### config.mk
export PLATFORM = sky130hd
export DESIGN_NAME = motion_activity_level
export DESIGN_NICKNAME = d
export VERILOG_FILES = /design/src/rtl/mal_pkg.sv /design/src/rtl/motion_activity_level.sv /design/src/rtl/mal_ctrl.sv /design/src/rtl/mal_dp.sv
export SDC_FILE = /design/constraint.sdc
export NUM_CORES = 2
export LEC_CHECK = 0
export ABC_AREA = 1
export BUFFER_PORTS_ARGS = -buffer_cell sky130_fd_sc_hd__buf_2
export CAP_MARGIN = 20
export CELL_PAD_IN_SITES_DETAIL_PLACEMENT = 0
export CELL_PAD_IN_SITES_GLOBAL_PLACEMENT = 1
export CORE_MARGIN = 2
export CORE_UTILIZATION = 40
export CTS_CLUSTER_DIAMETER = 60
export DETAILED_ROUTE_END_ITERATION = 10
export PLACE_DENSITY_LB_ADDON = 0.08
export SYNTH_ARGS = -nofsm -noshare
export SYNTH_HDL_FRONTEND = slang
export SYNTH_HIERARCHICAL = 1
export SYNTH_SLANG_ARGS = --single-unit
### constraint.sdc
create_clock -name clk -period 7 [get_ports clk]
set_input_delay 0.35 -clock clk [delete_from_list [all_inputs] [get_ports clk]]
set_output_delay 0.35 -clock clk [all_outputs]
set_load 0.005 [all_outputs]
### src/rtl/mal_pkg.sv
// Package for the motion activity level block: widths, constants, the
// controller command and status structs and the sample magnitude function.
// No dependencies.
`timescale 1ns / 1ps

package mal_pkg;

  localparam int SAMPLE_W = 16;
  localparam int COUNT_W = 16;
  localparam int FRAC_BITS = 16;
  localparam int NUM_AXES = 6;

  localparam int MAG_W = SAMPLE_W + 1;
  localparam int MOV_W = SAMPLE_W + 2;
  localparam int SUM_W = MOV_W + COUNT_W;
  localparam int PROD_W = MOV_W + COUNT_W;
  localparam int TWICE_W = SUM_W + 1;
  localparam int LEVEL_W = FRAC_BITS + 1;
  localparam int STEP_W = $clog2(FRAC_BITS);

  localparam int IN_DATA_W = ((NUM_AXES * SAMPLE_W + 7) / 8) * 8;
  localparam int OUT_FIELDS_W = LEVEL_W + 2;
  localparam int OUT_DATA_W = ((OUT_FIELDS_W + 7) / 8) * 8;

  localparam int CFG_DATA_W = 32;
  localparam int CFG_ADDR_W = 3;

  localparam logic [COUNT_W-1:0] COUNT_MAX = {COUNT_W{1'b1}};
  localparam logic [LEVEL_W-1:0] LEVEL_ONE = {1'b1, {FRAC_BITS{1'b0}}};
  localparam logic [COUNT_W-1:0] CALIB_RESET = COUNT_W'(100);

  localparam logic OP_CALIB = 1'b0;
  localparam logic OP_MEASURE = 1'b1;

  typedef struct packed {
    logic load;
    logic exec;
    logic cmp;
    logic div_step;
    logic out_load;
  } cmd_t;

  typedef struct packed {
    logic is_meas;
    logic div_need;
    logic div_last;
  } sts_t;

  function automatic logic [MAG_W-1:0] mag_f(input logic [SAMPLE_W-1:0] x);
    logic [MAG_W-1:0] ext;
    ext = {x[SAMPLE_W-1], x};
    return x[SAMPLE_W-1] ? (~ext + MAG_W'(1)) : ext;
  endfunction

endpackage

### src/rtl/motion_activity_level.sv
// Top level of the motion activity level block: configuration register,
// controller and datapath. Depends on mal_pkg, mal_ctrl and mal_dp.
//
//   channel | direction | handshake             | payload
//   in_     | input     | in_tvalid/in_tready   | tdata: six axis samples, tuser: opcode
//   out_    | output    | out_tvalid/out_tready | tdata: level, ready_res, calib_done
//   cfg_    | input     | APB, pready always 1  | calib_samples at byte address 0
//
// A calibration request goes from acceptance through execution to a loaded
// result; a measurement request adds a compare state and, if needed, the
// one-bit-per-cycle fraction divider (16 steps). Requests are worked on one at
// a time; a new request is accepted while the previous result still waits in
// the output register. A result that is not taken holds the block before the
// result load. Reset is synchronous, active low, and clears calibration state.
`timescale 1ns / 1ps

module motion_activity_level (
  input  logic                              clk,
  input  logic                              rst_n,
  input  logic                              in_tvalid,
  output logic                              in_tready,
  // From bit 0: accel_x, accel_y, accel_z, gyro_x, gyro_y, gyro_z.
  input  logic [mal_pkg::IN_DATA_W-1:0]     in_tdata,
  // Bit 0: opcode.
  input  logic [0:0]                        in_tuser,
  output logic                              out_tvalid,
  input  logic                              out_tready,
  // From bit 0: level (17 bits), ready_res, calib_done, zero fill.
  output logic [mal_pkg::OUT_DATA_W-1:0]    out_tdata,
  input  logic                              cfg_psel,
  input  logic                              cfg_penable,
  input  logic                              cfg_pwrite,
  input  logic [mal_pkg::CFG_ADDR_W-1:0]    cfg_paddr,
  input  logic [mal_pkg::CFG_DATA_W-1:0]    cfg_pwdata,
  output logic [mal_pkg::CFG_DATA_W-1:0]    cfg_prdata,
  output logic                              cfg_pready
);

  logic [mal_pkg::COUNT_W-1:0] calib_r;
  logic                        reg_sel;
  mal_pkg::cmd_t               cmd;
  mal_pkg::sts_t               sts;
  logic [mal_pkg::LEVEL_W-1:0] level;
  logic                        ready_res;
  logic                        calib_done;

  assign cfg_pready = 1'b1;
  assign reg_sel = !cfg_paddr[2];

  always_ff @(posedge clk) begin
    if (!rst_n) begin
      calib_r <= mal_pkg::CALIB_RESET;
    end else if (cfg_psel && cfg_penable && cfg_pwrite && cfg_pready && reg_sel) begin
      calib_r <= cfg_pwdata[mal_pkg::COUNT_W-1:0];
    end
  end

  assign cfg_prdata = reg_sel ? mal_pkg::CFG_DATA_W'(calib_r) : '0;

  mal_ctrl u_ctrl (
    .clk        (clk),
    .rst_n      (rst_n),
    .in_tvalid  (in_tvalid),
    .in_tready  (in_tready),
    .out_tvalid (out_tvalid),
    .out_tready (out_tready),
    .sts        (sts),
    .cmd        (cmd)
  );

  mal_dp u_dp (
    .clk            (clk),
    .rst_n          (rst_n),
    .cmd            (cmd),
    .sts            (sts),
    .calib_samples  (calib_r),
    .in_data        (in_tdata),
    .in_opcode      (in_tuser[0]),
    .out_level      (level),
    .out_ready_res  (ready_res),
    .out_calib_done (calib_done)
  );

  assign out_tdata = mal_pkg::OUT_DATA_W'({calib_done, ready_res, level});

endmodule

### src/rtl/mal_ctrl.sv
// Controller state machine for the motion activity level block.
// Depends on mal_pkg for the command and status structs.
`timescale 1ns / 1ps

module mal_ctrl (
  input  logic          clk,
  input  logic          rst_n,
  input  logic          in_tvalid,
  output logic          in_tready,
  output logic          out_tvalid,
  input  logic          out_tready,
  input  mal_pkg::sts_t sts,
  output mal_pkg::cmd_t cmd
);

  localparam logic [2:0] S_IDLE = 3'd0;
  localparam logic [2:0] S_EXEC = 3'd1;
  localparam logic [2:0] S_CMP  = 3'd2;
  localparam logic [2:0] S_DIV  = 3'd3;
  localparam logic [2:0] S_FIN  = 3'd4;

  logic [2:0] state_r, state_nxt;
  logic       out_valid_r, out_valid_nxt;

  always_comb begin
    state_nxt = state_r;
    cmd = '0;
    in_tready = 1'b0;
    case (state_r)
      S_IDLE: begin
        in_tready = 1'b1;
        if (in_tvalid) begin
          cmd.load = 1'b1;
          state_nxt = S_EXEC;
        end
      end
      S_EXEC: begin
        cmd.exec = 1'b1;
        state_nxt = sts.is_meas ? S_CMP : S_FIN;
      end
      S_CMP: begin
        cmd.cmp = 1'b1;
        state_nxt = sts.div_need ? S_DIV : S_FIN;
      end
      S_DIV: begin
        cmd.div_step = 1'b1;
        if (sts.div_last) begin
          state_nxt = S_FIN;
        end
      end
      S_FIN: begin
        if (!out_valid_r || out_tready) begin
          cmd.out_load = 1'b1;
          state_nxt = S_IDLE;
        end
      end
      default: begin
        state_nxt = S_IDLE;
      end
    endcase
  end

  always_comb begin
    out_valid_nxt = out_valid_r;
    if (cmd.out_load) begin
      out_valid_nxt = 1'b1;
    end else if (out_tready) begin
      out_valid_nxt = 1'b0;
    end
  end

  always_ff @(posedge clk) begin
    if (!rst_n) begin
      state_r <= S_IDLE;
      out_valid_r <= 1'b0;
    end else begin
      state_r <= state_nxt;
      out_valid_r <= out_valid_nxt;
    end
  end

  assign out_tvalid = out_valid_r;

  a_load_free: assert property (@(posedge clk) disable iff (!rst_n)
    cmd.out_load |-> (!out_valid_r || out_tready))
    else $error("result loaded over an untaken result");

  a_accept_exec: assert property (@(posedge clk) disable iff (!rst_n)
    (in_tvalid && in_tready) |=> state_r == S_EXEC)
    else $error("accepted request did not start execution");

  a_div_end: assert property (@(posedge clk) disable iff (!rst_n)
    (state_r == S_DIV && sts.div_last) |=> state_r == S_FIN)
    else $error("division did not finish after its last step");

endmodule

### src/rtl/mal_dp.sv
// Datapath for the motion activity level block: movement sum, calibration
// state, baseline multiply and the bit-serial fraction divider.
// Depends on mal_pkg; driven by mal_ctrl through cmd_t and sts_t.
`timescale 1ns / 1ps

module mal_dp (
  input  logic                                  clk,
  input  logic                                  rst_n,
  input  mal_pkg::cmd_t                         cmd,
  output mal_pkg::sts_t                         sts,
  input  logic [mal_pkg::COUNT_W-1:0]           calib_samples,
  input  logic [mal_pkg::IN_DATA_W-1:0]         in_data,
  input  logic                                  in_opcode,
  output logic [mal_pkg::LEVEL_W-1:0]           out_level,
  output logic                                  out_ready_res,
  output logic                                  out_calib_done
);

  logic [mal_pkg::MOV_W-1:0]   mov_comb;
  logic [mal_pkg::MOV_W-1:0]   mov_r;
  logic                        op_r;

  logic [mal_pkg::SUM_W-1:0]   rsum_r;
  logic [mal_pkg::COUNT_W-1:0] rcount_r;
  logic [mal_pkg::SUM_W-1:0]   bsum_r;
  logic [mal_pkg::COUNT_W-1:0] bcount_r;
  logic                        calibrated_r;
  logic                        done_r;

  logic [mal_pkg::PROD_W-1:0]  prod_r;
  logic [mal_pkg::TWICE_W-1:0] rem_r;
  logic [mal_pkg::LEVEL_W-1:0] level_r;
  logic [mal_pkg::STEP_W-1:0]  step_r;

  logic [mal_pkg::LEVEL_W-1:0] out_level_r;
  logic                        out_ready_r;
  logic                        out_done_r;

  logic [mal_pkg::SUM_W-1:0]   sum_new;
  logic [mal_pkg::COUNT_W-1:0] cnt_new;
  logic                        complete;

  logic [mal_pkg::TWICE_W-1:0] twice;
  logic [mal_pkg::PROD_W-1:0]  diff;
  logic [mal_pkg::LEVEL_W-1:0] early_level;
  logic                        div_need;

  logic [mal_pkg::TWICE_W:0]   rem_sh;
  logic                        rem_ge;

  always_comb begin
    mov_comb = '0;
    for (int i = 0; i < mal_pkg::NUM_AXES; i++) begin
      mov_comb = mov_comb + mal_pkg::MOV_W'(
        mal_pkg::mag_f(in_data[i*mal_pkg::SAMPLE_W +: mal_pkg::SAMPLE_W]));
    end
  end

  always_comb begin
    sum_new = rsum_r + mal_pkg::SUM_W'(mov_r);
    cnt_new = (rcount_r != mal_pkg::COUNT_MAX) ? rcount_r + mal_pkg::COUNT_W'(1) : rcount_r;
    complete = (cnt_new >= calib_samples) || (cnt_new == mal_pkg::COUNT_MAX);
  end

  always_comb begin
    twice = {bsum_r, 1'b0};
    diff = prod_r - bsum_r;
    div_need = 1'b0;
    early_level = '0;
    if (!calibrated_r) begin
      early_level = '0;
    end else if (bsum_r == '0) begin
      early_level = (mov_r != '0) ? mal_pkg::LEVEL_ONE : '0;
    end else if (prod_r <= bsum_r) begin
      early_level = '0;
    end else if (mal_pkg::TWICE_W'(diff) >= twice) begin
      early_level = mal_pkg::LEVEL_ONE;
    end else begin
      div_need = 1'b1;
    end
  end

  always_comb begin
    rem_sh = {rem_r, 1'b0};
    rem_ge = rem_sh >= {1'b0, twice};
  end

  always_ff @(posedge clk) begin
    if (!rst_n) begin
      rsum_r <= '0;
      rcount_r <= '0;
      bsum_r <= '0;
      bcount_r <= '0;
      calibrated_r <= 1'b0;
    end else if (cmd.exec && op_r == mal_pkg::OP_CALIB) begin
      if (complete) begin
        bsum_r <= sum_new;
        bcount_r <= cnt_new;
        calibrated_r <= 1'b1;
        rsum_r <= '0;
        rcount_r <= '0;
      end else begin
        rsum_r <= sum_new;
        rcount_r <= cnt_new;
      end
    end
  end

  always_ff @(posedge clk) begin
    if (cmd.load) begin
      mov_r <= mov_comb;
      op_r <= in_opcode;
    end
    if (cmd.exec) begin
      prod_r <= mal_pkg::PROD_W'(mov_r) * mal_pkg::PROD_W'(bcount_r);
      done_r <= (op_r == mal_pkg::OP_CALIB) && complete;
      level_r <= '0;
    end
    if (cmd.cmp) begin
      level_r <= early_level;
      rem_r <= mal_pkg::TWICE_W'(diff);
      step_r <= '0;
    end
    if (cmd.div_step) begin
      rem_r <= rem_ge ? mal_pkg::TWICE_W'(rem_sh - {1'b0, twice})
                      : mal_pkg::TWICE_W'(rem_sh);
      level_r <= {level_r[mal_pkg::LEVEL_W-2:0], rem_ge};
      step_r <= step_r + mal_pkg::STEP_W'(1);
    end
    if (cmd.out_load) begin
      out_level_r <= level_r;
      out_ready_r <= calibrated_r;
      out_done_r <= done_r;
    end
  end

  assign sts.is_meas = (op_r == mal_pkg::OP_MEASURE);
  assign sts.div_need = div_need;
  assign sts.div_last = (step_r == mal_pkg::STEP_W'(mal_pkg::FRAC_BITS - 1));

  assign out_level = out_level_r;
  assign out_ready_res = out_ready_r;
  assign out_calib_done = out_done_r;

  a_calib_marks: assert property (@(posedge clk) disable iff (!rst_n)
    (cmd.exec && op_r == mal_pkg::OP_CALIB && complete) |=> calibrated_r)
    else $error("completed calibration not marked");

  a_level_range: assert property (@(posedge clk) disable iff (!rst_n)
    cmd.out_load |=> out_level_r <= mal_pkg::LEVEL_ONE)
    else $error("level above one");

  a_done_ready: assert property (@(posedge clk) disable iff (!rst_n)
    cmd.out_load |=> (!out_done_r || out_ready_r))
    else $error("calibration done without ready flag");

endmodule
# Word-level counts from Yosys, hierarchy flattened
# Index checks and enable logic that the tools add are counted.
[op_classes]
addsub = 16
mul = 1
n_lt_le_gt_ge = 4
eq_ne = 10
mux = 43
bitwise = 7
n_reduce_logical = 17
[op_table]
columns = ["operator", "n"]
rows = [
  ["two-way mux 17 bit", 14],
  ["two-way mux 35 bit", 3],
  ["adder 17 x 1 -> 17 bit (second input constant)", 6],
  ["NOT 17 bit", 6],
  ["adder 18 x 17 -> 18 bit", 4],
  ["two-way mux 16 bit", 3],
  [">= comparator 36 x 35 -> 1 bit", 1],
  [">= comparator 34 x 35 -> 1 bit", 1],
  ["subtractor 35 bit", 1],
  ["adder 34 x 18 -> 34 bit", 1],
  ["<= comparator 34 bit", 1],
  ["zero test 34 bit", 1],
  ["multiplier 18 x 16 -> 34 bit", 1],
  ["two-way mux 34 bit", 1],
  ["subtractor 34 bit", 1],
  ["adder 17 x 17 -> 18 bit", 1],
  ["nonzero test 18 bit", 1],
  ["adder 16 x 1 -> 16 bit (second input constant)", 1],
  ["== test 16 bit (second input constant)", 1],
  [">= comparator 16 bit", 1],
  ["!= test 16 bit (second input constant)", 1],
  ["two-way mux 3 bit", 5],
  ["case mux 3 bit (5 select lines)", 1],
  ["two-way mux 1 bit", 14],
  ["17 further kinds", 27],
]
[word_totals]
register_bits = 250
inputBits = 139
output_inout_bits = 59
elab_cells = 116

# Depth between registers and ports, before layout
[logic_depth]
ltp_word = 8
mapped_depth = 33
ltp_nobuf = 32

# Cells and area by module
# Netlist, hierarchy kept.
[modules_own_cells]
columns = ["mod", "instances", "cells_per_inst", "area_per_inst_um2"]
rows = [
  ["mal_dp", 1, 4195, 30533.0],
  ["motion_activity_level", 1, 163, 1078.5],
  ["mal_ctrl", 1, 47, 285.3],
]

# Least setup slack after synthesis
# No wires, ideal clock.
[synth_path]
path_type = "register -> register"
startpoint = "reg u_dp/mov_r[8] (netlist bit)"
endpoint = "reg u_dp/prod_r[22] (netlist bit), data pin"
arrival_time_ns = 5.624
path_slack_ns = 1.120
stages_incl_launch_ff = 24
path_buffers = 2
path_cell_list = "edfxtp_1 > buf_1 > clkbuf_1 > nand2_1 > fa_1 > fa_1 > fa_1 > fa_1 > inv_1 > fa_1 > inv_1 > fa_1 > inv_1 > ha_1 > nand2_1 > nor2_1 > inv_1 > nor4_1 > nor2_1 > o21ai_0 > and2_1 > nor2_1 > nand2_1 > nand2_1"
[synth_between]
elab_chain_cells = 1
[synth_rtl]
columns = ["item", "line_no", "text"]
rows = [
  ["start: declaration", "mal_dp.sv:20", "logic [mal_pkg::MOV_W-1:0] mov_r;"],
  ["start signal: assignment", "mal_dp.sv:111", "mov_r <= mov_comb;"],
  ["multiplier 18 x 16 -> 34 bit", "mal_dp.sv:115", "prod_r <= mal_pkg::PROD_W'(mov_r) * mal_pkg::PROD_W'(bcount_r);"],
  ["end signal: assignment", "mal_dp.sv:115", ""],
  ["end: declaration", "mal_dp.sv:30", "logic [mal_pkg::PROD_W-1:0] prod_r;"],
]
# Every way passes these cells.
# A chain may end at the register's enable or synchronous reset.

# Final worst setup path
[layout_path]
startpoint = "reg u_dp/mov_r[7] (netlist bit)"
endpoint = "reg u_dp/prod_r[22] (netlist bit), data pin"
# The elaborated chain is that of the path after synthesis.

==> impl_metrics.py <==
metrics = {
    "pwr": {
        "p_int_mw": 5.14,
        "pwr-share-clk": 0.205,
        "leakagePower_nw": 17.6,
        "swShare": 0.465,
        "p_sw_mw": 4.47,
        "power_density_mw_per_mm2": 274,
        "finalPower_mw": 9.62,
        "seq_power_share": 0.268,
        "ir_drop_uv": 270,
        "pwr-share-comb": 0.527,
    },
    "detailed_routing": {
        "viasPerCell": 4.99,
        "dr_total_vias": 27900,
        "initialDrtViolationCount": 1657,
        "first_pass_iters": 5,
        "wl_per_cell_um": 17.6,
        "routed_wl_um": 98600,
        "ant_nets": 0,
        "drc": 0,
    },
    "sta": {
        "hold_violations": 0,
        "fin_tns_setup_ns": 0,
        "worst_pin_slew_ns": 1.01,
        "whs_ns": 0.0963,
        "slew_headroom": 0.327,
        "min_period_ns": 6.43,
        "skew_ns": 0.0505,
        "post-route-period-util": 0.919,
        "fmax_ghz": 0.156,
        "setup_viol_count_final": 0,
        "finalWorstSetupSlack_ns": 0.569,
        "report.final.slew_viol_count": 0,
        "rsz0062_at_grt": "no",
    },
    "clock_network": {
        "clk_latency_ns": 0.57,
        "cts_made_buffers": 37,
        "cts.sinks": 250,
        "htreeDepth": 2,
        "root_buffer": "clkbuf_16",
        "cts.clk_slew.worst_paths_ns": 0.06,
        "cts_tree": "yes",
        "clockBufferDepth": 3,
    },
    "place": {
        "gp_congestion": 0.889,
        "placedCellCount": 5512,
        "io_buffers": 157,
        "pre_cts_ws_ns": 0.527,
        "dpl.hpwl_um": 80300,
    },
    "worst_setup_path": {
        "cp-end-kind": "register",
        "required_ns": 7.28,
        "path_max_fanout": 15,
        "worstPathArrival_ns": 6.71,
        "critPathLaunchType": "register",
        "crit_type": "reg -> reg",
    },
    "layout": {
        "regArea_mm2": 0.00630,
        "finalNonFillerCells": 5588,
        "drive_gt1_frac": 0.0706,
        "multi_input_area_mm2": 0.0219,
        "area_growth_pct": 9.92,
        "fillers": 8364,
        "nets": 5202,
    },
    "logic_synthesis": {
        "netlist_instances": 4405,
        "synth-edff-count": 129,
        "seq_area_frac_synth": 0.197,
        "synth-seq-cells": 250,
        "synth.top_cell.area_share": 0.183,
        "yosysTopAreaCell": "fa_1",
        "yosysWarningCount": 6,
        "synthTopCellsByArea": "fa_1, nand2_1, edfxtp_1",
        "synth_area_per_cell_um2": 7.24,
        "syn_area_mm2": 0.0319,
        "synth_async_sr_flop_share": 0,
        "synth_top_flop_cell": "edfxtp_1",
        "synth_cell_type_count": 53,
    },
    "run_status": {
        "status": "finished clean",
    },
    "floorplanning": {
        "io_pins": 198,
        "die_height_um": 286,
        "coreArea_mm2": 0.0790,
        "start_util": 0.404,
        "die-area_mm2": 0.0820,
        "row_count": 103,
        "die_w_um": 286,
    },
    "grt": {
        "grt_overflow": 0,
        "gr-usage-all-layers": 0.245,
        "grt_pass1_wl_um": 159000,
        "grt_antenna_before_repair": 3,
        "grt_pass1_vias": 28400,
        "grt_max_degree": 65,
    },
    "worst_hold_path": {
        "hold_path.class": "in -> reg",
    },
    "run": {
        "drv_cap": 0,
    },
}
[critical path, stage by stage (launching register included)]
cell      delay (ns)
edfxtp_1        0.93
buf_4           0.26
nand2_1         0.07
fa_1            0.50
fa_1            0.40
fa_1            0.43
fa_1            0.55
inv_1           0.05
fa_1            0.47
inv_1           0.05
fa_1            0.53
inv_1           0.04
ha_1            0.39
nand2_1         0.12
nor2_1          0.19
inv_1           0.07
nor4_1          0.37
nor2_1          0.12
o21ai_0         0.26
and2_1          0.19
nor2_1          0.04
nand2_1         0.07
nand2_1         0.05
[per-stage QoR]
stage	utilization	cell area, um^2
after CTS	0.443	35000
after global placement	0.426	33700
after floorplan	-	32000
after detailed placement	0.426	33700
after global routing	0.444	35100
final	0.444	35100
[cells in the final DEF, fill, tap and decap left out, types with 13 or more instances in the layout]
cell type	instances
nor2_2	18
xnor2_1	65
buf_4	53
nand3_1	175
nand4_1	86
clkbuf_16	37
conb_1	28
ha_1	265
nor3_1	62
nor4_1	22
fa_1	292
o21ai_0	132
dfxtp_1	120
inv_1	784
and2_1	15
a31oi_1	14
nor2_1	359
o21bai_1	18
xor2_1	114
nand2_1	1121
a21o_1	13
buf_2	157
nand3b_1	85
a21oi_1	263
edfxtp_1	129
[kinds of logic (layout without fill, tap and decap cells)]
group                    count (synthesis)  in the layout  share of synthesized area
other                                    4             31                   0.000471
buffers and inverters                  968           1074                      0.119
AND/OR/NAND/NOR                       1970           1970                      0.266
AO/OA/AOI/OAI                          477            477                     0.0806
XOR/XNOR                               179            179                     0.0492
flip-flops                             250            250                      0.197
adder cells (fa/ha/maj)                557            557                      0.287
[worst paths after layout]
kind / startpoint / to / slack (ns) / depth (start not counted)
worst min-delay path: cfg_pwdata[4] / calib_r[4]$_SDFFE_PN0P_ / 0.1 / 5
worst max register to register: u_dp/mov_r[7]$_DFFE_PP_ / u_dp/prod_r[22]$_DFFE_PP_ / 0.57 / 22
worst max-delay path: u_dp/mov_r[7]$_DFFE_PP_ / u_dp/prod_r[22]$_DFFE_PP_ / 0.57 / 22
worst min register to register: u_dp/level_r[16]$_DFFE_PP_ / u_dp/out_level[16]$_DFFE_PP_ / 0.42 / 0
[area by class of cell]
cell class / count / area share
Multi-Input combinational cell: 3211 / 0.625
Sequential cell: 250 / 0.180
Inverter: 791 / 0.0847
Tap cell: 1050 / 0.0375
Timing Repair Buffer: 215 / 0.0355
Clock buffer: 46 / 0.0288
Clock inverter: 22 / 0.00846
Antenna cell: 3 / 0.000214
[registers in the layout, indices dropped and copies added (netlist names), 3 cells and up]
| register | count |
|---|---|
| u_ctrl/state_r | 3 |
| u_dp/bcount_r | 16 |
| u_dp/mov_r | 18 |
| u_dp/rem_r | 35 |
| u_dp/level_r | 17 |
| u_dp/step_r | 4 |
| u_dp/rsum_r | 34 |
| calib_r | 16 |
| u_dp/prod_r | 34 |
| u_dp/rcount_r | 16 |
| u_dp/out_level | 17 |
| u_dp/bsum_r | 34 |
[synth_stat cells (all sizes together), types with 2 or more instances]
cell / instances
nor2: 382
a211oi: 4
nand4: 86
clkbuf: 104
nand3: 177
xor2: 114
nand2: 1129
or2: 5
a21o: 13
nand3b: 85
nor3b: 2
inv: 787
xnor2: 65
clkinv: 4
nor3: 63
nor4: 23
ha: 265
a31oi: 14
a21boi: 7
edfxtp: 129
o211ai: 3
and2: 15
o31ai: 7
o21ai: 133
dfxtp: 121
o21a: 10
conb: 4
fa: 292
a21oi: 264
buf: 73
o21bai: 18
[power by group through the flow]
stage | Clock (mW) | Sequential, mW | Combinational (mW)
after floorplan | 0 | 2.27 | 3.77
after global routing | 2.08 | 2.62 | 5.77
after CTS | 2.02 | 2.58 | 5.07
after detailed placement | 0 | 2.61 | 5.03
final | 1.97 | 2.58 | 5.07
after global placement | 0 | 2.61 | 5.04
[per-layer routing]
layer / track usage / part of all wire / up-vias
li1: - / - / 14000
met4: 0.0611 / 0.024 / 0
met3: 0.0193 / 0.036 / 98
met2: 0.418 / 0.47 / 494
met1: 0.337 / 0.47 / 13300
met5: 0 / 0 / -
[timing repair]
item | 4_1_cts | 5_1_grt
endpoints found under the setup margin | 0 | 1
hold endpoints to repair | 4 | 0
hold buffers | 4 | 0
gates resized for setup | 0 | 1
buffers inserted | 0 | 0
Power figures use the tool's default switching activity.
